`src/hdl/maxg_pkg.sv`:
```
package maxg_pkg;

   // widths fixed by the field definitions
   localparam int VALUE_W    = 16;
   localparam int CHAN_W     = 8;
   localparam int SW_W       = 4;
   localparam int GS_RAW_W   = 5;
   localparam int CC_RAW_W   = 9;
   localparam int PC_W       = 13;
   localparam int CSR_IDX_W  = 2;
   localparam int CSR_DATA_W = 13;

   // register indexes on the csr port
   localparam logic [CSR_IDX_W-1:0] CSR_GROUP_SIZE     = 2'd0;
   localparam logic [CSR_IDX_W-1:0] CSR_CHANNEL_COUNT  = 2'd1;
   localparam logic [CSR_IDX_W-1:0] CSR_POSITION_COUNT = 2'd2;

   // result kinds
   localparam logic KIND_FWD = 1'b0;
   localparam logic KIND_BWD = 1'b1;

   typedef struct packed {
      logic                      kind;
      logic signed [VALUE_W-1:0] value;
      logic [CHAN_W-1:0]         channel;
      logic [CHAN_W-1:0]         winner;
      logic                      last;
   } rsp_type;

endpackage

```
`src/hdl/maxg_outq.sv`:
```
module maxg_outq
   import maxg_pkg::*;
(
   input  logic    clock,
   input  logic    reset,
   input  logic    push,
   input  rsp_type din,
   input  logic    pop,
   output logic    valid,
   output logic    full,
   output rsp_type dout
);

   rsp_type    slot0_ff, slot1_ff;
   logic [1:0] count_ff;

   always_ff @(posedge clock) begin
      if (reset) begin
         count_ff <= '0;
      end else begin
         unique case ({push, pop})
            2'b10: begin
               count_ff <= count_ff + 2'd1;
               if (count_ff == 2'd0) slot0_ff <= din;
               else slot1_ff <= din;
            end
            2'b01: begin
               count_ff <= count_ff - 2'd1;
               slot0_ff <= slot1_ff;
            end
            2'b11: begin
               if (count_ff == 2'd1) begin
                  slot0_ff <= din;
               end else begin
                  slot0_ff <= slot1_ff;
                  slot1_ff <= din;
               end
            end
            default: begin
            end
         endcase
      end
   end

   assign valid = count_ff != 2'd0;
   assign full  = count_ff == 2'd2;
   assign dout  = slot0_ff;

endmodule

```
`config.mk`:
```
export PLATFORM = sky130hd
export DESIGN_NAME = maxg_outq
export DESIGN_NICKNAME = d
export VERILOG_FILES = /design/src/hdl/maxg_pkg.sv /design/src/hdl/maxg_outq.sv
export SDC_FILE = /design/constraint.sdc
export NUM_CORES = 1
export LEC_CHECK = 0
export BUFFER_PORTS_ARGS = -buffer_cell sky130_fd_sc_hd__buf_2
export CAP_MARGIN = 40
export CORE_MARGIN = 3
export CORE_UTILIZATION = 25
export DETAILED_ROUTE_END_ITERATION = 6
export GPL_ROUTABILITY_DRIVEN = 0
export MAX_ROUTING_LAYER = met4
export PLACE_DENSITY = 0.51
export SLEW_MARGIN = 20
export SYNTH_ARGS = -nofsm -noshare
export SYNTH_HDL_FRONTEND = slang
export SYNTH_SLANG_ARGS = --single-unit
```
`constraint.sdc`:
```
create_clock -name clock -period 11.8 [get_ports clock]
set_clock_uncertainty 0.15 [all_clocks]
set_input_delay 0.59 -clock clock [delete_from_list [all_inputs] [get_ports clock]]
set_output_delay 0.59 -clock clock [all_outputs]
set_load 0.02 [all_outputs]
```
# ---- Word level (Yosys, flattened, before mapping)
# Index checks and enable logic that the tools add are counted.
dict set report word_totals {
  out_inout_bits 36
  wordCells 36
  ff_bits 70
  in_bits 38
}
dict set report classes {
  n_mux 7
  addsub 2
  eq_ne 8
  reduce_logical 7
  bitwise 1
}
# op n
set ops {}
lappend ops {{34-bit two-way mux} 4}
lappend ops {{34-bit one-hot mux with 3 select lines} 1}
lappend ops {{34-bit one-hot mux with 2 select lines} 1}
lappend ops {{2-bit == test, second input constant} 3}
lappend ops {{2-bit inequality test, second input constant} 3}
lappend ops {{2-bit nonzero test} 3}
lappend ops {{2-bit by 1-bit == test with 1-bit output, second input constant} 2}
lappend ops {{2-bit one-hot mux with 2 select lines} 1}
lappend ops {{4-bit AND reduction} 1}
lappend ops {{3-bit AND reduction} 1}
lappend ops {{3-bit nonzero test} 1}
lappend ops {{2-bit by 1-bit adder with 2-bit output, second input constant} 1}
lappend ops {{2-bit logical NOT} 1}
lappend ops {{2-bit by 1-bit subtractor with 2-bit output, second input constant} 1}
lappend ops {{1-bit inverter} 1}

# ---- Depth between registers and ports, before layout
# Gate-level depths: netlist (run 1).
dict set report logic_depth {
  depth_word 3
  mapped_depth 6
  mapped_depth_nobuf 4
}

# ---- Worst setup path before layout (run 1)
# No wires, ideal clock.
dict set report synth_timing {
  path_type {input-to-reg}
  from {input push}
  to {register slot1_ff[0] in the netlist's numbering, enable pin}
  setup_ns 0.468
  path_slack_ns 7.546
  path_buffers 2
  arrival_ns 3.637
  required_time_ns 11.182
  cell_stages 5
  cell_sequence {ha_1 buf_2 clkbuf_1 nor2_1 nor3_1}
}
dict set report synth_via {
  elab_chain_cells 3
  elab_cells_between_ends 6
  cone_classes {4 x eq/ne; 2 x reduce/logical}
}
# element line_no
set synth_lines {}
lappend synth_lines {{from (decl)} maxg_outq.sv:6} ;# input logic push,
lappend synth_lines {{2-bit == test} maxg_outq.sv:21} ;# unique case ({push, pop})
lappend synth_lines {{2-bit inequality test (no line) or 2-bit nonzero test (tied branches)} --}
lappend synth_lines {{4-bit AND reduction (no line) (*)} --}
lappend synth_lines {{to (signal assigned)} maxg_outq.sv:25} ;# else slot1_ff <= din;
lappend synth_lines {{to (signal assigned)} maxg_outq.sv:36} ;# slot1_ff <= din;
lappend synth_lines {{to (decl)} maxg_outq.sv:14} ;# rsp_type slot0_ff, slot1_ff;
# Mark *: on every way between the ends. The rest lies on a longest branch, timed or not.
# A chain may end at the register's enable or synchronous reset.

# ---- Worst setup path in the final report (run 1)
dict set report layout_timing {
  from {input push}
  to {register slot1_ff[11] in the netlist's numbering, enable pin}
}
# Same word-level chain as after synthesis.

==> run_results.csv, run 1 <==
group,metric,value,unit
floorplan,fp.dieH,123,um
logic_synthesis,synth_common_cells,"68 x edfxtp_1, 34 x a221o_1, 34 x and2_1",
sta,timing.final.ws_setup,9.44,ns
sta,fin_crit_sh,20.0,%
power,leakage,1.67,nW
outcome,status,"completed",
sta,drv_slew,0,
clocking,cts_root_buffer,"clkbuf_16",
global_routing,grt_first_pass_wirelength,10700,um
global_routing,grt_overflow,0,
logic_synthesis,syn-num-nets,254,
critical_path,cp-start-kind,"input pin",
floorplan,initial_core_util,26.2,%
global_routing,antenna_found_initial,1,
sta,hold_violations,0,
critical_path,max_stage_delay,0.50,ns
route,viasPerCell,4.39,
logic_synthesis,seq_area_frac_synth,61.2,%
critical_path,crit_arrival,2.22,ns
global_routing,grt_use_total,9.89,%
clocking,cts_buffer_depth,2,
place,hpwl,4630,um
cells_and_area,synthToLayoutAreaGrowth,26.2,%
floorplan,die_w,123,um
logic_synthesis,ys_top_cells_by_area,"edfxtp_1 60%, mux2_4 13%, a221o_1 10%",
floorplan,die_area,0.0150,mm^2
clocking,cts.sinks,70,
logic_synthesis,synth_area,0.00340,mm^2
logic_synthesis,synth_top_area_share,60.0,%
power,p_per_area,159,mW/mm^2
critical_path,required,11.65,ns
logic_synthesis,synth_edf_count,68,
critical_path,critPathSlowestCell,"ha_2",
cells_and_area,fin_util,33.1,%
route,drtIter0Drc,78,
route,dr.pass1.iters,4,
floorplan,rows,41,
global_routing,first_global_vias,2031,
power,p_sw,0.167,mW
sta,finalSetupTns,0,ns
logic_synthesis,yosys_warnings,0,
clocking,post_cts_buffers,0,
clocking,cts_hold_buffers,0,
critical_path,path_buf_inv,3,
route,wirelength,7170,um
sta,min_period,2.36,ns
route,drc,0,
cells_and_area,drive_gt1_share,45.9,%
power,seqPwrFrac,44.2,%
clocking,clock_latency,0.33,ns
logic_synthesis,avgSynthCellArea,16.3,um^2
route,drtAntennaViolNets,0,
logic_synthesis,ys_types,19,
power,ir_drop,0.0705,mV
place,dp_slack,8.75,ns
logic_synthesis,yosysMostFrequentCell,"edfxtp_1",
route,vias,2031,
critical_path,end_kind,"flop",
job,cap_violations,0,
sta,rsz0062_at_grt,"false",
route,post_drt_wl_per_cell,15.5,um
power,combPwrFrac,17.4,%
clocking,cts_tree,"yes",
cells_and_area,nNetsFinal,330,
place,place.port_buffers,73,
worst_hold_path,hp-class,"input pin to flop",
power,cell_internal_pwr,0.515,mW
global_routing,grt_max_degree,38,
power,power,0.683,mW
clocking,clkTransAtPathRegs,0.06,ns
power,pwr-share-clk,38.4,%
place,dp.cells,445,
critical_path,crit_type,"input pin to flop",
logic_synthesis,yosys.area.top_type,"edfxtp_1",
clocking,htree_levels,3,
critical_path,path_delay_family,"buffers and inverters",
power,swShare,24.5,%
sta,fmax,424,MHz
sta,setup_viol,0,
clocking,cts_made_buffers,9,
logic_synthesis,syn_inst,209,
logic_synthesis,ys_ff_latch,70,
floorplan,core_area,0.0130,mm^2
sta,tightest_slew,0.622,ns
clocking,cts_resized,0,
cells_and_area,stdcell_count,463,
critical_path,path_cells,"buf_2, ha_2, nor2_1, nor3_2, buf_6, buf_4",
floorplan,pin_count,74,
critical_path,critPathMaxFanout,22,
logic_synthesis,ys.flop_type,"edfxtp_1",
logic_synthesis,async_reset_ff_share,0,%
sta,slew_headroom,58.5,%
## layout make-up
| type | count | area (um^2) |
|---|---|---|
| tap | 172 | 215 |
| clock inverter | 7 | 63.8 |
| fill | 1290 | 8690 |
| sequential | 70 | 2080 |
| multi-input combinational | 119 | 1220 |
| timing repair buffer | 80 | 462 |
| clock buffer | 9 | 225 |
| inverter | 5 | 18.8 |
| antenna | 1 | 2.50 |
## state kept, by name (all words and copies together), names as in the netlist
register	flops
dout	34
slot1_ff	34
count_ff	2
## routing by layer
layer	up-vias	routed length (um)	global-route usage, %
met4	0	89	3.99
met1	985	3300	11.8
met3	9	389	3.41
met2	55	3390	15.3
met5	-	0	-
li1	982	-	-
## per-stage QoR
step                cell area (um^2)  hold WS (ns)
global placement                3940         0.356
finish                          4290         0.312
global route                    4290         0.304
floorplan                       3400         0.339
detailed placement              3970         0.397
CTS                             4260         0.298
## final timing paths
kind | start | end | slack [ns] | cells after the start
worst max-delay path | push | slot1_ff[11] | 9.44 | 6
worst min-delay path | din[19] | slot1_ff[19] | 0.31 | 1
worst max register to register | count_ff[1] | dout[25] | 9.60 | 5
worst min register to register | count_ff[1] | count_ff[1] | 0.40 | 2
## kinds of logic (layout without fill, tap and decap cells)
group	Yosys count	after routing	share of synthesized area, %
flops	70	70	61.2
simple gates	39	39	6.91
compound gates	37	37	10.7
mux	34	34	14.5
buf+inv	20	101	3.64
fa+ha+maj	7	7	2.57
xor+xnor	2	2	0.515
other cells	0	1	0
## power groups by stage
stage	Combinational (mW)	Sequential (mW)	Clock (mW)
2_1_floorplan	0.0744	0.321	0
3_3_place_gp	0.116	0.306	0
3_5_place_dp	0.120	0.307	0
4_1_cts	0.120	0.302	0.271
5_1_grt	0.129	0.303	0.281
6_report	0.119	0.301	0.262
## layout by cell type (no fill, tap or decap)
cell and instances:
xnor2_1 2, nor3_2 1, clkinv_2 2, bufinv_16 1
mux2_2 5, clkinvlp_4 1, a221o_1 34, nor2_1 3
buf_4 4, edfxtp_1 68, a211oi_4 1, a211oi_1 1
buf_6 1, diode_2 1, ha_2 2, a22o_1 1
dfxtp_1 2, nor2_4 1, buf_2 73, buf_16 2
clkinv_1 2, mux2_4 29, and2_1 34, ha_1 5
inv_6 1, clkbuf_16 9, inv_1 5
(Power assumes the default switching activity.)
==> run 2: changes to the inputs <==
ABC_AREA = 1   (was unset)
PLACE_DENSITY = 0.52   (was 0.51)
clock period = 2.2 ns   (was 11.8 ns; I/O delays follow)
==> run 2 against run 1 <==
Compared with the run above:
- sequential power rose to 5.3 times the previous value
- combinational power rose to 3.7 times the previous value
- clock power rose to 6.2 times the previous value
- non-clock buffer count rose by 31
- die area fell by 16%
- final area fell by 5.6%
- synthesized cell count rose by 3.3%
- critical path type is now flop to flop
- critical endpoint is now dout[16]
==> run_results.csv, run 2 <==
group,metric,value,unit
outcome,status,"completed",
floorplan,initial_core_util,25.9,%
sta,tightest_slew,0.390,ns
power,p_sw,0.817,mW
logic_synthesis,synth_area,0.00284,mm^2
floorplan,fp.dieH,113,um
route,wirelength,5830,um
clocking,cts_root_buffer,"clkbuf_16",
place,place.port_buffers,73,
sta,rsz0062_at_grt,"false",
logic_synthesis,avgSynthCellArea,13.2,um^2
floorplan,die_area,0.0127,mm^2
clocking,cts_made_buffers,9,
critical_path,reg2reg_slack,0.30,ns
logic_synthesis,yosysMostFrequentCell,"edfxtp_1",
worst_hold_path,hold_path_depth,6,
global_routing,grt_use_total,9.74,%
route,dr.pass1.iters,4,
global_routing,grt_first_pass_wirelength,9280,um
critical_path,reg2reg_to,"dout[16]",
logic_synthesis,synth_common_cells,"68 x edfxtp_1, 63 x nand2_1, 35 x nand3_1",
logic_synthesis,ys_types,19,
logic_synthesis,ys.flop_type,"edfxtp_1",
worst_hold_path,hold_path_end,"count_ff[0]",
sta,setup_viol,0,
sta,drv_slew,0,
clocking,cts.sinks,70,
route,drtIter0Drc,68,
power,combPwrFrac,12.1,%
critical_path,critPathMaxFanout,34,
job,cap_violations,0,
global_routing,antenna_found_initial,0,
sta,slew_headroom,74.0,%
clocking,cts_buffer_depth,2,
power,ir_drop,0.313,mV
floorplan,pin_count,74,
worst_hold_path,min_from,"pop",
logic_synthesis,async_reset_ff_share,0,%
logic_synthesis,yosys_warnings,0,
cells_and_area,fillCellCount,1090,
worst_hold_path,hp-class,"input pin to flop",
logic_synthesis,syn_inst,216,
cells_and_area,drive_gt1_share,32.4,%
logic_synthesis,ys_ff_latch,70,
logic_synthesis,synth_edf_count,68,
cells_and_area,layout_common_cells,"73 x buf_2, 68 x edfxtp_1, 63 x nand2_1",
critical_path,crit_type,"flop to flop",
power,seqPwrFrac,43.7,%
floorplan,core_area,0.0110,mm^2
floorplan,rows,38,
global_routing,grt_max_degree,35,
clocking,clkTransAtPathRegs,0.06,ns
global_routing,grt_overflow,0,
critical_path,cp-start-kind,"flop",
place,hpwl,3910,um
cells_and_area,fin_util,36.9,%
sta,min_period,1.90,ns
route,drtAntennaViolNets,0,
floorplan,die_w,113,um
power,leakage,1.72,nW
clocking,cts_resized,0,
sta,hold_violations,0,
route,post_drt_wl_per_cell,12.3,um
place,placed_cell_area,0.00337,mm^2
logic_synthesis,synth_top_area_share,71.9,%
logic_synthesis,seq_area_frac_synth,73.3,%
cells_and_area,final_common_cell,"buf_2",
cells_and_area,diodes,0,
sta,fin_crit_sh,86.2,%
clocking,clock_latency,0.32,ns
critical_path,rr_worst_depth,8,
route,drc,0,
logic_synthesis,ys_top_cells_by_area,"edfxtp_1 72%, nand2_1 8.3%, nand3_1 6.2%",
power,pwr-share-clk,44.2,%
cells_and_area,stdcell_area,0.00405,mm^2
sta,finalSetupTns,0,ns
power,power,3.67,mW
clocking,cts_tree,"yes",
sta,fmax,527,MHz
critical_path,required,2.12,ns
logic_synthesis,yosys.area.top_type,"edfxtp_1",
critical_path,end_kind,"flop",
cells_and_area,synthToLayoutAreaGrowth,42.7,%
route,vias,1856,
clocking,post_cts_buffers,0,
route,viasPerCell,3.92,
global_routing,first_global_vias,1793,
power,p_per_area,905,mW/mm^2
clocking,htree_levels,3,
power,cell_internal_pwr,2.85,mW
power,swShare,22.3,%
cells_and_area,nNetsFinal,374,
logic_synthesis,syn-num-nets,261,
critical_path,crit_arrival,1.82,ns
critical_path,reg2reg_from,"count_ff[1]",
## run 2: changes by cell type in the layout (fill, tap and decap cells not counted), sizes merged, moves of 3 or more
cell         before  now
nand3             0   35
inv               6   12
a21oi             0    3
nor2              4    1
dlygate4sd3       0   35
a221o            34    0
buf              80   76
mux2             34    0
nand2             0   76
and2             34    1
## run 2: worst max path at each step
| stage | start | endpoint | slack [ns] | depth (start not counted) |
|---|---|---|---|---|
| floorplan | count_ff[1] | slot1_ff[0] | 0.01 | 6 |
| global placement | count_ff[1] | dout[7] | 0.32 | 8 |
| detailed placement | count_ff[1] | dout[14] | 0.27 | 8 |
| CTS | count_ff[1] | dout[16] | 0.26 | 8 |
| global route | count_ff[1] | dout[8] | 0.14 | 8 |
| finish | count_ff[1] | dout[16] | 0.30 | 8 |
## run 2: cell families (layout without fill, tap and decap cells)
group	count (synthesis)	after routing	synth area share, %
compound gates	4	4	0.704
buf+inv	21	138	4.23
simple gates	114	114	18.7
fa+ha+maj	7	7	3.08
flops	70	70	73.3
## run 2: power by group through the flow
stage / combinational (mW) / clock, mW / sequential, mW
detailed placement: 0.407 / 0 / 1.63
CTS: 0.455 / 1.66 / 1.60
global placement: 0.398 / 0 / 1.63
floorplan: 0.194 / 0 / 1.70
finish: 0.444 / 1.62 / 1.60
global route: 0.490 / 1.73 / 1.61
## run 2: repair_timing
item | in CTS | in global routing
endpoints found under the hold margin | 70 | 0
endpoints found under the setup margin | 0 | 0
hold buffers | 35 | 0
## run 2: worst max-delay path: stages, from the launching register on
cell,delay [ns]
dfxtp_1,0.31
inv_1,0.09
ha_1,0.15
inv_1,0.06
nand2_4,0.17
buf_4,0.31
nand2_8,0.23
nand2_1,0.11
nand2_1,0.06
## run 2: layout make-up
cell class              count  area, um^2  area share [%]
clock inverters             6         111            2.75
clock buffers               9         225            5.56
multi-input cells         125         652            16.1
inverters                  12        45.0            1.11
flip-flops and latches     70        2080            51.4
well taps                 140         175            4.32
repair buffers            111         763            18.8
## run 2: metal layers
layer,wire (um),global-route usage (%),up-vias
li1,-,-,971
met1,2790,13.0,832
met2,2650,14.1,51
met3,364,3.29,2
met4,23,2.88,0
met5,0,-,-
## run 2: metrics by stage
step	std cells	hold slack (ns)	worst slack (ns)
2_1_floorplan	216	0.0291	0.0118
3_3_place_gp	423	0.154	0.315
3_5_place_dp	423	0.159	0.269
4_1_cts	473	0.219	0.262
5_1_grt	473	0.285	0.135
6_report	473	0.237	0.304
