<file path="src/hdl/maxg_pkg.sv">
package maxg_pkg;

   // widths fixed by the field definitions
   localparam int VALUE_W    = 16;
   localparam int CHAN_W     = 8;
   localparam int SW_W       = 4;
   localparam int GS_RAW_W   = 5;
   localparam int CC_RAW_W   = 9;
   localparam int PC_W       = 13;
   localparam int CSR_IDX_W  = 2;
   localparam int CSR_DATA_W = 13;

   // register indexes on the csr port
   localparam logic [CSR_IDX_W-1:0] CSR_GROUP_SIZE     = 2'd0;
   localparam logic [CSR_IDX_W-1:0] CSR_CHANNEL_COUNT  = 2'd1;
   localparam logic [CSR_IDX_W-1:0] CSR_POSITION_COUNT = 2'd2;

   // result kinds
   localparam logic KIND_FWD = 1'b0;
   localparam logic KIND_BWD = 1'b1;

   typedef struct packed {
      logic                      kind;
      logic signed [VALUE_W-1:0] value;
      logic [CHAN_W-1:0]         channel;
      logic [CHAN_W-1:0]         winner;
      logic                      last;
   } rsp_type;

endpackage

</file>
<file path="src/hdl/maxg_bwd.sv">
module maxg_bwd
   import maxg_pkg::*;
#(
   parameter int MAX_GROUP      = 16,
   parameter int MAX_CHANNELS   = 256,
   parameter int SWITCH_ENTRIES = 4096,
   localparam int GS_W  = $clog2(MAX_GROUP + 1),
   localparam int CNT_W = $clog2(MAX_CHANNELS + 1),
   localparam int SUM_W = $clog2(MAX_CHANNELS + 2 * MAX_GROUP + 1),
   localparam int AW    = $clog2(SWITCH_ENTRIES)
) (
   input  logic                      clock,
   input  logic                      reset,
   input  logic                      clear,
   input  logic                      accept,
   input  logic signed [VALUE_W-1:0] value,
   input  logic [GS_W-1:0]           gs,
   input  logic [CNT_W-1:0]          cc,
   input  logic [PC_W-1:0]           pc,
   output logic                      rd_en,
   output logic [AW-1:0]             rd_addr,
   input  logic [SW_W-1:0]           rd_data,
   input  logic                      room,
   output logic                      push,
   output rsp_type                   rsp,
   output logic                      busy
);

   logic [CNT_W-1:0]          bbase_ff;
   logic [PC_W-1:0]           bpos_ff;
   logic [AW-1:0]             baddr_ff;
   logic                      em_active_ff, em_route_ff;
   logic [CNT_W-1:0]          em_ch_ff, em_end_ff, em_base_ff;
   logic signed [VALUE_W-1:0] em_grad_ff;

   logic                      no_groups, final_group, pos_wrap, hit, em_last, emit;
   logic [SUM_W-1:0]          end_one, end_two, off;
   logic [CNT_W+CHAN_W-1:0]   ch_ext;
   logic [AW-1:0]             addr_next;

   always_comb begin
      no_groups   = SUM_W'(gs) > SUM_W'(cc);
      end_one     = SUM_W'(bbase_ff) + SUM_W'(gs);
      end_two     = end_one + SUM_W'(gs);
      final_group = end_two > SUM_W'(cc);
      pos_wrap    = ({1'b0, bpos_ff} + (PC_W + 1)'(1)) >= {1'b0, pc};
      addr_next   = (baddr_ff == AW'(SWITCH_ENTRIES - 1)) ? '0 : baddr_ff + AW'(1);
      // offset within the group; leftover channels sit at or past gs
      off         = SUM_W'(em_ch_ff) - SUM_W'(em_base_ff);
      hit         = em_route_ff && (off < SUM_W'(gs)) && (off == SUM_W'(rd_data));
      em_last     = (SUM_W'(em_ch_ff) + SUM_W'(1)) == SUM_W'(em_end_ff);
      emit        = em_active_ff && room;
      ch_ext      = {{CHAN_W{1'b0}}, em_ch_ff};
   end

   always_ff @(posedge clock) begin
      if (reset || clear) begin
         bbase_ff     <= '0;
         bpos_ff      <= '0;
         baddr_ff     <= '0;
         em_active_ff <= 1'b0;
         em_route_ff  <= 1'b0;
         em_ch_ff     <= '0;
         em_end_ff    <= '0;
         em_base_ff   <= '0;
      end else if (accept) begin
         em_active_ff <= 1'b1;
         em_grad_ff   <= value;
         if (no_groups) begin
            em_ch_ff    <= '0;
            em_base_ff  <= '0;
            em_end_ff   <= cc;
            em_route_ff <= 1'b0;
         end else begin
            em_ch_ff    <= bbase_ff;
            em_base_ff  <= bbase_ff;
            em_end_ff   <= final_group ? cc : CNT_W'(end_one);
            em_route_ff <= 1'b1;
            baddr_ff    <= addr_next;
            bbase_ff    <= final_group ? '0 : CNT_W'(end_one);
         end
         if (no_groups || final_group) begin
            if (pos_wrap) begin
               bpos_ff  <= '0;
               baddr_ff <= '0;
            end else begin
               bpos_ff <= bpos_ff + PC_W'(1);
            end
         end
      end else if (emit) begin
         em_ch_ff <= em_ch_ff + CNT_W'(1);
         if (em_last) begin
            em_active_ff <= 1'b0;
         end
      end
   end

   assign rd_en       = accept && !no_groups;
   assign rd_addr     = baddr_ff;
   assign push        = emit;
   assign rsp.kind    = KIND_BWD;
   assign rsp.value   = hit ? em_grad_ff : '0;
   assign rsp.channel = ch_ext[CHAN_W-1:0];
   assign rsp.winner  = '0;
   assign rsp.last    = em_last;
   assign busy        = em_active_ff;

endmodule

</file>
<file path="config.mk">
export PLATFORM = sky130hd
export DESIGN_NAME = maxg_bwd
export DESIGN_NICKNAME = d
export VERILOG_FILES = /design/src/hdl/maxg_pkg.sv /design/src/hdl/maxg_bwd.sv
export SDC_FILE = /design/constraint.sdc
export NUM_CORES = 1
export LEC_CHECK = 0
export ABC_CLOCK_PERIOD_IN_PS = 5750
export BUFFER_PORTS_ARGS = -buffer_cell sky130_fd_sc_hd__buf_2
export CELL_PAD_IN_SITES_DETAIL_PLACEMENT = 2
export CELL_PAD_IN_SITES_GLOBAL_PLACEMENT = 2
export CORE_ASPECT_RATIO = 0.75
export CORE_UTILIZATION = 33
export CTS_CLUSTER_DIAMETER = 200
export CTS_CLUSTER_SIZE = 10
export DETAILED_ROUTE_END_ITERATION = 16
export MAX_ROUTING_LAYER = met4
export PLACE_DENSITY_LB_ADDON = 0.1
export SLEW_MARGIN = 15
export SYNTH_ARGS = -nofsm -noshare
export SYNTH_HDL_FRONTEND = slang
export SYNTH_SLANG_ARGS = --single-unit
</file>
<file path="constraint.sdc">
create_clock -name clock -period 5.75 [get_ports clock]
set_input_delay 1.15 -clock clock [delete_from_list [all_inputs] [get_ports clock]]
set_output_delay 1.15 -clock clock [all_outputs]
set_load 0.03 [all_outputs]
</file>
Word level (Yosys, flattened, before mapping)
Index checks and enable logic that the tools add are counted.
W data, S select, Z words.

word-level totals
  register bits after elaboration = 79
  input port bits = 52
  output and inout port bits = 49
  logic and storage cells = 54

cells by class
  $add $sub $neg = 7
  magnitude comparators = 4
  eq/ne operators = 3
  multiplexer cells = 16
  bitwise logic cells = 2
  reduce and logical (&&, ||, !) cells = 13

operator list
  kind                     number
  $mux W9                  6
  $mux W12                 4
  $add A9 B5 Y9            2
  $mux W16                 1
  $add A13 B1 Y14 const B  1
  $ge A14 B13 Y1           1
  $add A13 B1 Y13 const B  1
  $mux W13                 1
  $add A12 B1 Y12 const B  1
  $eq A12 B12 Y1 const B   1
  $add A9 B1 Y9 const B    1
  $eq A9 B4 Y1             1
  $eq A9 B9 Y1             1
  $gt A5 B9 Y1             1
  $gt A9 B9 Y1             1
  $lt A9 B5 Y1             1
  $sub A9 B9 Y9            1
  $reduce_and A2 Y1        4
  $logic_and A1 B1 Y1      4
  $mux W1                  4
  $reduce_bool A2 Y1       2
  $logic_or A1 B1 Y1       2
  $not A1 Y1               2
  $logic_not A1 Y1         1

Depth between registers and ports, before layout
Gate-level depths: netlist of run 1.

  word-level depth = 5
  mapped depth = 20
  mapped depth without buffers = 18

Least setup slack after synthesis of run 1
Ideal clock, no wire load.

  path kind = in2reg
  from = in gs[0]
  to = reg bpos_ff[11]
  setup time = 132 ps
  data arrival time = 4,620 ps
  data required time = 5,618 ps
  setup slack = 998 ps
  cell stages on the path = 19
  path buffers = 2
  cells stage by stage = ha_1 -> fa_1 -> a21o_1 -> a21oi_1 -> xnor2_1 -> ha_1 -> and2_1 -> o2111ai_1 -> xnor2_1 -> ha_1 -> a21oi_1 -> o21ai_1 -> a2111oi_2 -> o21ai_1 -> buf_2 -> and2_1 -> clkbuf_1 -> nand3_1 -> a21oi_1

between the ends
  cells in the longest elaborated chain, start to end = 5
  elaborated cells between the ends (all ways) = 6
  classes of those cells = add/sub (2); order compare (2); reduce/logical (2)

RTL lines
  element                          line            text
  start: declaration               maxg_bwd.sv:17  input logic [GS_W-1:0] gs,
  $add A9 B5 Y9                    maxg_bwd.sv:43  end_one = SUM_W'(bbase_ff) + SUM_W'(gs);
  $add A9 B5 Y9                    maxg_bwd.sv:44  end_two = end_one + SUM_W'(gs);
  $gt A9 B9 Y1                     maxg_bwd.sv:45  final_group = end_two > SUM_W'(cc);
  $logic_or A1 B1 Y1 (*)           maxg_bwd.sv:82  if (no_groups || final_group) begin
  $reduce_and A2 Y1 (no line) (*)  -
  end signal: assignment           maxg_bwd.sv:87  bpos_ff <= bpos_ff + PC_W'(1);
  end: declaration                 maxg_bwd.sv:30  logic [PC_W-1:0] bpos_ff;

Every way passes the cells marked *; elsewhere a longest branch is shown, timed or not.
A chain may end at the register's enable or synchronous reset.

Worst setup path in the final report of run 1
  from = in gs[0]
  to = reg baddr_ff[2] (netlist: rd_addr[2])

between the ends
  cells in the longest elaborated chain, start to end = 5
  elaborated cells between the ends (all ways) = 8
  classes of those cells = add/sub (2); order compare (2); mux (3); reduce/logical (1)

RTL lines
  element                 line            text
  $add A9 B5 Y9           maxg_bwd.sv:43
  $add A9 B5 Y9           maxg_bwd.sv:44
  $gt A9 B9 Y1            maxg_bwd.sv:45
  $logic_or A1 B1 Y1      maxg_bwd.sv:82
  $mux W12 (*)            maxg_bwd.sv:82
  end signal: assignment  maxg_bwd.sv:79  baddr_ff <= addr_next;
  end: declaration        maxg_bwd.sv:31  logic [AW-1:0] baddr_ff;

Marked as above.

==> results.sh, run 1 <==
export IMPL_synth_flop_cell="dfxtp_1"
export IMPL_die_area_um2=17300
export IMPL_run_status="complete, no violations"
export IMPL_via_per_inst=5.28
export IMPL_hold_path_startpoint="em_end_ff[8]$_SDFFE_PP0P_"
export IMPL_r2r_slack_ns=1.07
export IMPL_synth_compound_area_share=0.182
export IMPL_critPathRequiredTime_ns=6.03
export IMPL_syn2layout_area_growth_pct=15.6
export IMPL_yosysWarnings=0
export IMPL_drt_iter0_markers=158
export IMPL_die_x_um=152
export IMPL_synthTopCellsByArea="dfxtp_1 23%, ha_1 12%, edfxtp_1 8.7%"
export IMPL_placed_area_um2=6120
export IMPL_port_buffers=91
export IMPL_cp_data_arrival_time_ns=5.58
export IMPL_antenna_cells=0
export IMPL_synth_seq_cells=79
export IMPL_clock_latency_ns=0.35
export IMPL_cellLeakagePower_nw=2.80
export IMPL_grt_pass1_vias=5403
export IMPL_rr_endpoint="rd_addr[2]$_SDFFE_PP0P_"
export IMPL_syn_cell_area_um2=5540
export IMPL_wl_um=18200
export IMPL_ctsRootBufferMaster="clkbuf_16"
export IMPL_cts_hold_buf=0
export IMPL_final_cell_mix="91 x buf_2, 76 x nand2_1, 63 x dfxtp_1"
export IMPL_totalPowerFinal_mw=1.40
export IMPL_power_density_nw_per_um2=218
export IMPL_design_area_um2=6400
export IMPL_hp_class="register to register"
export IMPL_worstHoldEndpoint="em_end_ff[8]$_SDFFE_PP0P_"
export IMPL_slew_viol_final=0
export IMPL_path_max_fanout=8
export IMPL_drt_first_pass_iters=4
export IMPL_setup_viol_count_final=0
export IMPL_synth_cell_type_count=69
export IMPL_syn_inst=664
export IMPL_rows=40
export IMPL_drv_cap=0
export IMPL_reg2regPathDepth=18
export IMPL_cts_tree="built"
export IMPL_nFillCells=1889
export IMPL_boundaryPins=101
export IMPL_max_freq_ghz=0.189
export IMPL_place_inst=942
export IMPL_synth_adder_area_share=0.131
export IMPL_drive_gt1_frac=0.170
export IMPL_final_cells=958
export IMPL_setup_tns_ns=0
export IMPL_dp_slack_ns=0.0814
export IMPL_synth_xor_area_frac=0.0942
export IMPL_hold_depth=2
export IMPL_nNetsFinal=851
export IMPL_fin_ws_ns=0.447
export IMPL_layout_worst_path_cycle_share=0.922
export IMPL_synth_simple_area_share=0.194
export IMPL_clkSlewWorstSetupHoldPaths_ns=0.07
export IMPL_overflow=0
export IMPL_grt_setup_unrepaired="false"
export IMPL_ant_nets=0
export IMPL_fin_skew_ns=0.00718
export IMPL_htree_levels=3
export IMPL_synth_area_per_cell_um2=8.34
export IMPL_hold_violations=0
export IMPL_vias=5059
export IMPL_initial_core_util=0.342
export IMPL_slew_headroom=0.366
export IMPL_synthMuxAreaShare=0.0108
export IMPL_cts_buffers=9
export IMPL_cts_sinks=79
export IMPL_grt_max_degree=42
export IMPL_clock_path_buffers=2
export IMPL_synth_edf_count=16
export IMPL_synth_top_family_by_area="simple AND/OR/NAND/NOR gates"
export IMPL_start_kind="input pin"
export IMPL_final_common_cell="buf_2"
export IMPL_antenna_found_initial=0
export IMPL_timing_final_crit_period_ns=5.30
export IMPL_gp_congestion=0.835
export IMPL_yosys_area_top_type="dfxtp_1"
export IMPL_irDropWorstVdd_uv=145
export IMPL_critPathCaptureType="register"
export IMPL_crit_type="input pin to register"
export IMPL_seq_area_frac_synth=0.314
export IMPL_worst_slew_pin_slew_ns=0.951
export IMPL_globalRouteTotalUtil=0.227
export IMPL_drt_wirelength_per_cell_um=19.0
export IMPL_timing_rr_start="bbase_ff[0]$_SDFFE_PP0P_"
export IMPL_dieHeight_um=114
export IMPL_grt_pass1_wl_um=28900
export IMPL_async_flop_share=0
export IMPL_synth_top_area_frac=0.228
export IMPL_drc=0
export IMPL_postCtsSetupRepairBufs=0
export IMPL_design_core_area_um2=16200
export IMPL_dpl_hpwl_um=14300
export IMPL_post_cts_resized=0
## logic make-up (layout without fill, tap and decap cells)
| group | after synthesis | count (layout) |
|---|---|---|
| DFF | 79 | 79 |
| buffers and inverters | 84 | 161 |
| AOI/OAI and AO/OA | 157 | 157 |
| other | 2 | 9 |
| xor gates and xnor gates | 57 | 57 |
| and+or+nand+nor | 223 | 223 |
| adders and majority gates | 56 | 56 |
| muxes | 6 | 6 |
## report_power, final
part	leakage (nW)	total [mW]	internal (mW)	switching (mW)
sequential	0.656	0.584	0.577	0.00753
combinational	2.01	0.238	0.0897	0.148
clock	0.133	0.575	0.302	0.273
total	2.80	1.40	0.969	0.429
## worst max-delay path, cell delays in order
cell       delay, ns
buf_2           0.14
ha_1            0.24
fa_1            0.42
a21o_1          0.23
a21oi_1         0.19
xnor2_1         0.19
ha_1            0.31
and2_1          0.18
o2111ai_1       0.26
xnor2_1         0.18
ha_1            0.29
a21oi_1         0.17
o21ai_1         0.14
a2111oi_2       0.38
o21ai_1         0.28
a21oi_2         0.37
buf_4           0.23
a21oi_1         0.07
mux2i_1         0.18
## worst max path at each step
stage	from	endpoint	slack, ns
floorplan	gs[0]	bpos_ff[11]$_SDFFE_PP0P_	1.0
global placement	gs[0]	bpos_ff[10]$_SDFFE_PP0P_	0.49
detailed placement	gs[0]	rd_addr[2]$_SDFFE_PP0P_	0.08
CTS	gs[0]	rd_addr[2]$_SDFFE_PP0P_	0.42
global route	gs[0]	bpos_ff[6]$_SDFFE_PP0P_	0.02
finish	gs[0]	rd_addr[2]$_SDFFE_PP0P_	0.45
## synth_stat cells, types with 5 or more instances
master	n
and2_1	21
nand4_1	10
edfxtp_1	16
nor2_1	49
clkbuf_1	16
inv_1	44
buf_4	19
xor2_1	20
xnor2_1	35
o21ai_1	20
o21ai_0	15
ha_1	53
or3_1	5
dfxtp_1	63
a22oi_1	11
a21o_1	15
a21oi_1	54
nand3_1	25
nor3_1	10
o21a_1	7
nand2_1	76
and3_1	6
mux2i_1	6
## flip-flops by register name, indices dropped and copies added (netlist names)
name	cells
rd_addr	12
em_ch_ff	9
bpos_ff	13
bbase_ff	9
em_end_ff	9
em_grad_ff	16
em_base_ff	9
em_route_ff	1
busy	1
## metal layers
layer,up-vias,GRT usage,share of wire
met1,2508,0.300,0.50
met3,10,0.0335,0.033
met4,0,0.0535,0.0084
li1,2457,-,-
met2,84,0.364,0.46
met5,-,-,0
## metrics by stage
step / util / hold WS (ns)
6_report: 0.395 / 0.466
4_1_cts: 0.395 / 0.462
3_3_place_gp: 0.377 / 0.456
5_1_grt: 0.395 / 0.497
3_5_place_dp: 0.377 / 0.451
2_1_floorplan: - / 0.430
## area by class of cell
class                   count  area (um2)  area share
well taps                 210         263      0.0410
repair buffers            100         523      0.0817
clock inverters             7        62.6     0.00977
clock buffers               9         225      0.0352
inverters                  45         169      0.0264
multi-input cells         508        3420       0.534
flip-flops and latches     79        1740       0.272
(Power assumes the default switching activity.)
==> run 2: changes to the inputs <==
--- a/config.mk
+++ b/config.mk
@@ -14,8 +14,8 @@
 export CTS_CLUSTER_DIAMETER = 200
 export CTS_CLUSTER_SIZE = 10
 export DETAILED_ROUTE_END_ITERATION = 16
-export MAX_ROUTING_LAYER = met4
 export PLACE_DENSITY_LB_ADDON = 0.1
+export SKIP_LAST_GASP = 1
 export SLEW_MARGIN = 15
 export SYNTH_ARGS = -nofsm -noshare
 export SYNTH_HDL_FRONTEND = slang
==> results.sh, run 2 (same netlist as run 1, synthesis figures left out) <==
export IMPL_cellLeakagePower_nw=2.80
export IMPL_timing_rr_start="bbase_ff[0]$_SDFFE_PP0P_"
export IMPL_wl_met2_um=8270
export IMPL_initial_core_util=0.342
export IMPL_path_buf_inv=2
export IMPL_boundaryPins=101
export IMPL_p_int_uw=968
export IMPL_wl_met1_um=9140
export IMPL_timing_final_crit_period_ns=5.31
export IMPL_path_max_fanout=8
export IMPL_p_comb_frac=0.170
export IMPL_cp_data_arrival_time_ns=5.58
export IMPL_place_inst=942
export IMPL_grt_pass1_wl_um=28900
export IMPL_final_cells=958
export IMPL_grt_setup_unrepaired="false"
export IMPL_antenna_found_initial=0
export IMPL_cts_tree="built"
export IMPL_design_core_area_um2=16200
export IMPL_port_buffers=91
export IMPL_cts_buffers=9
export IMPL_top_layer_used="met4"
export IMPL_setup_tns_ns=0
export IMPL_die_area_um2=17300
export IMPL_layout_worst_path_cycle_share=0.923
export IMPL_r2r_slack_ns=1.07
export IMPL_drc=0
export IMPL_worst_slew_pin_slew_ns=0.968
export IMPL_largest_register_ffs=16
export IMPL_drt_iter0_markers=151
export IMPL_via_per_inst=5.29
export IMPL_rows=40
export IMPL_finish_utilization=0.395
export IMPL_ant_nets=0
export IMPL_final_cell_mix="91 x buf_2, 76 x nand2_1, 63 x dfxtp_1"
export IMPL_clock_latency_ns=0.35
export IMPL_pwr_share_seq=0.419
export IMPL_hp_class="register to register"
export IMPL_route_met3_wl_um=598
export IMPL_post_cts_resized=0
export IMPL_die_x_um=152
export IMPL_switching_share=0.306
export IMPL_syn2layout_area_growth_pct=15.6
export IMPL_final_common_cell="buf_2"
export IMPL_cpLargestDelayFamily="compound AO/OA/AOI/OAI gates"
export IMPL_totalPowerFinal_mw=1.40
export IMPL_clock_path_buffers=2
export IMPL_hold_worst_slack_ns=0.461
export IMPL_globalRouteTotalUtil=0.220
export IMPL_wl_um=18200
export IMPL_run_status="complete, no violations"
export IMPL_overflow=0
export IMPL_slowest_stage="fa_1"
export IMPL_power_density_nw_per_um2=218
export IMPL_drt_first_pass_iters=4
export IMPL_critPathRequiredTime_ns=6.03
export IMPL_drv_cap=0
export IMPL_gp_congestion=0.823
export IMPL_path_depth=19
export IMPL_dieHeight_um=114
export IMPL_irDropWorstVdd_uv=145
export IMPL_grt_max_degree=42
export IMPL_start_kind="input pin"
export IMPL_cts_sinks=79
export IMPL_drt_wirelength_per_cell_um=19.0
export IMPL_endpoint="rd_addr[2]$_SDFFE_PP0P_"
export IMPL_startpoint="gs[0]"
export IMPL_hold_violations=0
export IMPL_reg2regPathDepth=18
export IMPL_max_freq_ghz=0.188
export IMPL_ctsRootBufferMaster="clkbuf_16"
export IMPL_slew_viol_final=0
export IMPL_clkPwrFrac=0.411
export IMPL_p_sw_uw=428
export IMPL_crit_type="input pin to register"
export IMPL_vias=5066
export IMPL_drive_gt1_frac=0.170
export IMPL_nNetsFinal=851
export IMPL_crit_path_cell_trace="buf_2, ha_1, fa_1, a21o_1, a21oi_1, xnor2_1, ha_1, and2_1, o2111ai_1, xnor2_1, ha_1, a21oi_1, o21ai_1, a2111oi_2, o21ai_1, a21oi_2, buf_4, a21oi_1, mux2i_1"
export IMPL_htree_levels=3
export IMPL_postCtsSetupRepairBufs=0
export IMPL_nFillCells=1889
export IMPL_rr_endpoint="rd_addr[2]$_SDFFE_PP0P_"
export IMPL_slew_headroom=0.355
export IMPL_grt_pass1_vias=5411
export IMPL_setup_viol_count_final=0
export IMPL_fin_skew_ns=0.00585
export IMPL_clkSlewWorstSetupHoldPaths_ns=0.07
export IMPL_slowest_delay_ns=0.42
export IMPL_cts_hold_buf=0
export IMPL_top_register="em_grad_ff"
export IMPL_dpl_hpwl_um=14300
export IMPL_hold_depth=2
export IMPL_antenna_cells=0
export IMPL_critPathCaptureType="register"
-- run 2: cell type report --
type / count / area (um2) / share of cell area
Clock inverter: 7 / 62.6 / 0.00977
Inverter: 45 / 169 / 0.0264
Tap cell: 210 / 263 / 0.0410
Timing Repair Buffer: 100 / 523 / 0.0817
Clock buffer: 9 / 225 / 0.0352
Multi-Input combinational cell: 508 / 3420 / 0.534
Sequential cell: 79 / 1740 / 0.272
-- run 2: per-stage QoR --
stage          worst slack [ns]  cell area [um2]
3_5_place_dp             0.0814             6120
5_1_grt                  0.0224             6400
3_3_place_gp              0.494             6120
4_1_cts                   0.418             6400
6_report                  0.445             6400
2_1_floorplan             0.998             5570
-- run 2: routing by layer --
layer / vias up / GRT usage
met2: 86 / 0.364
met4: 0 / 0.0535
met5: - / 0
met3: 11 / 0.0339
li1: 2459 / -
met1: 2510 / 0.299
-- run 2: worst register-to-register path: stages, from the launching register on --
cell and delay (ns):
dfxtp_1 0.34, ha_1 0.22, fa_1 0.42, a21o_1 0.23, a21oi_1 0.19, xnor2_1 0.19
ha_1 0.31, and2_1 0.18, o2111ai_1 0.26, xnor2_1 0.18, ha_1 0.29, a21oi_1 0.17
o21ai_1 0.15, a2111oi_2 0.38, o21ai_1 0.28, a21oi_2 0.37, buf_4 0.23, a21oi_1 0.07
mux2i_1 0.18
-- run 2: power by group through the flow --
stage	Clock, mW	Combinational (mW)	Sequential [mW]
floorplan	0	0.160	0.596
global placement	0	0.225	0.597
detailed placement	0	0.239	0.597
CTS	0.591	0.241	0.584
global route	0.610	0.264	0.586
finish	0.574	0.238	0.584
-- run 2: worst min path at each step --
| stage | from | end | slack (ns) |
|---|---|---|---|
| 6_report | em_end_ff[8]$_SDFFE_PP0P_ | em_end_ff[8]$_SDFFE_PP0P_ | 0.46 |
| 5_1_grt | em_base_ff[8]$_SDFFE_PP0P_ | em_base_ff[8]$_SDFFE_PP0P_ | 0.50 |
| 3_3_place_gp | em_end_ff[8]$_SDFFE_PP0P_ | em_end_ff[8]$_SDFFE_PP0P_ | 0.46 |
| 2_1_floorplan | em_end_ff[8]$_SDFFE_PP0P_ | em_end_ff[8]$_SDFFE_PP0P_ | 0.43 |
| 4_1_cts | em_end_ff[8]$_SDFFE_PP0P_ | em_end_ff[8]$_SDFFE_PP0P_ | 0.46 |
| 3_5_place_dp | em_end_ff[8]$_SDFFE_PP0P_ | em_end_ff[8]$_SDFFE_PP0P_ | 0.45 |
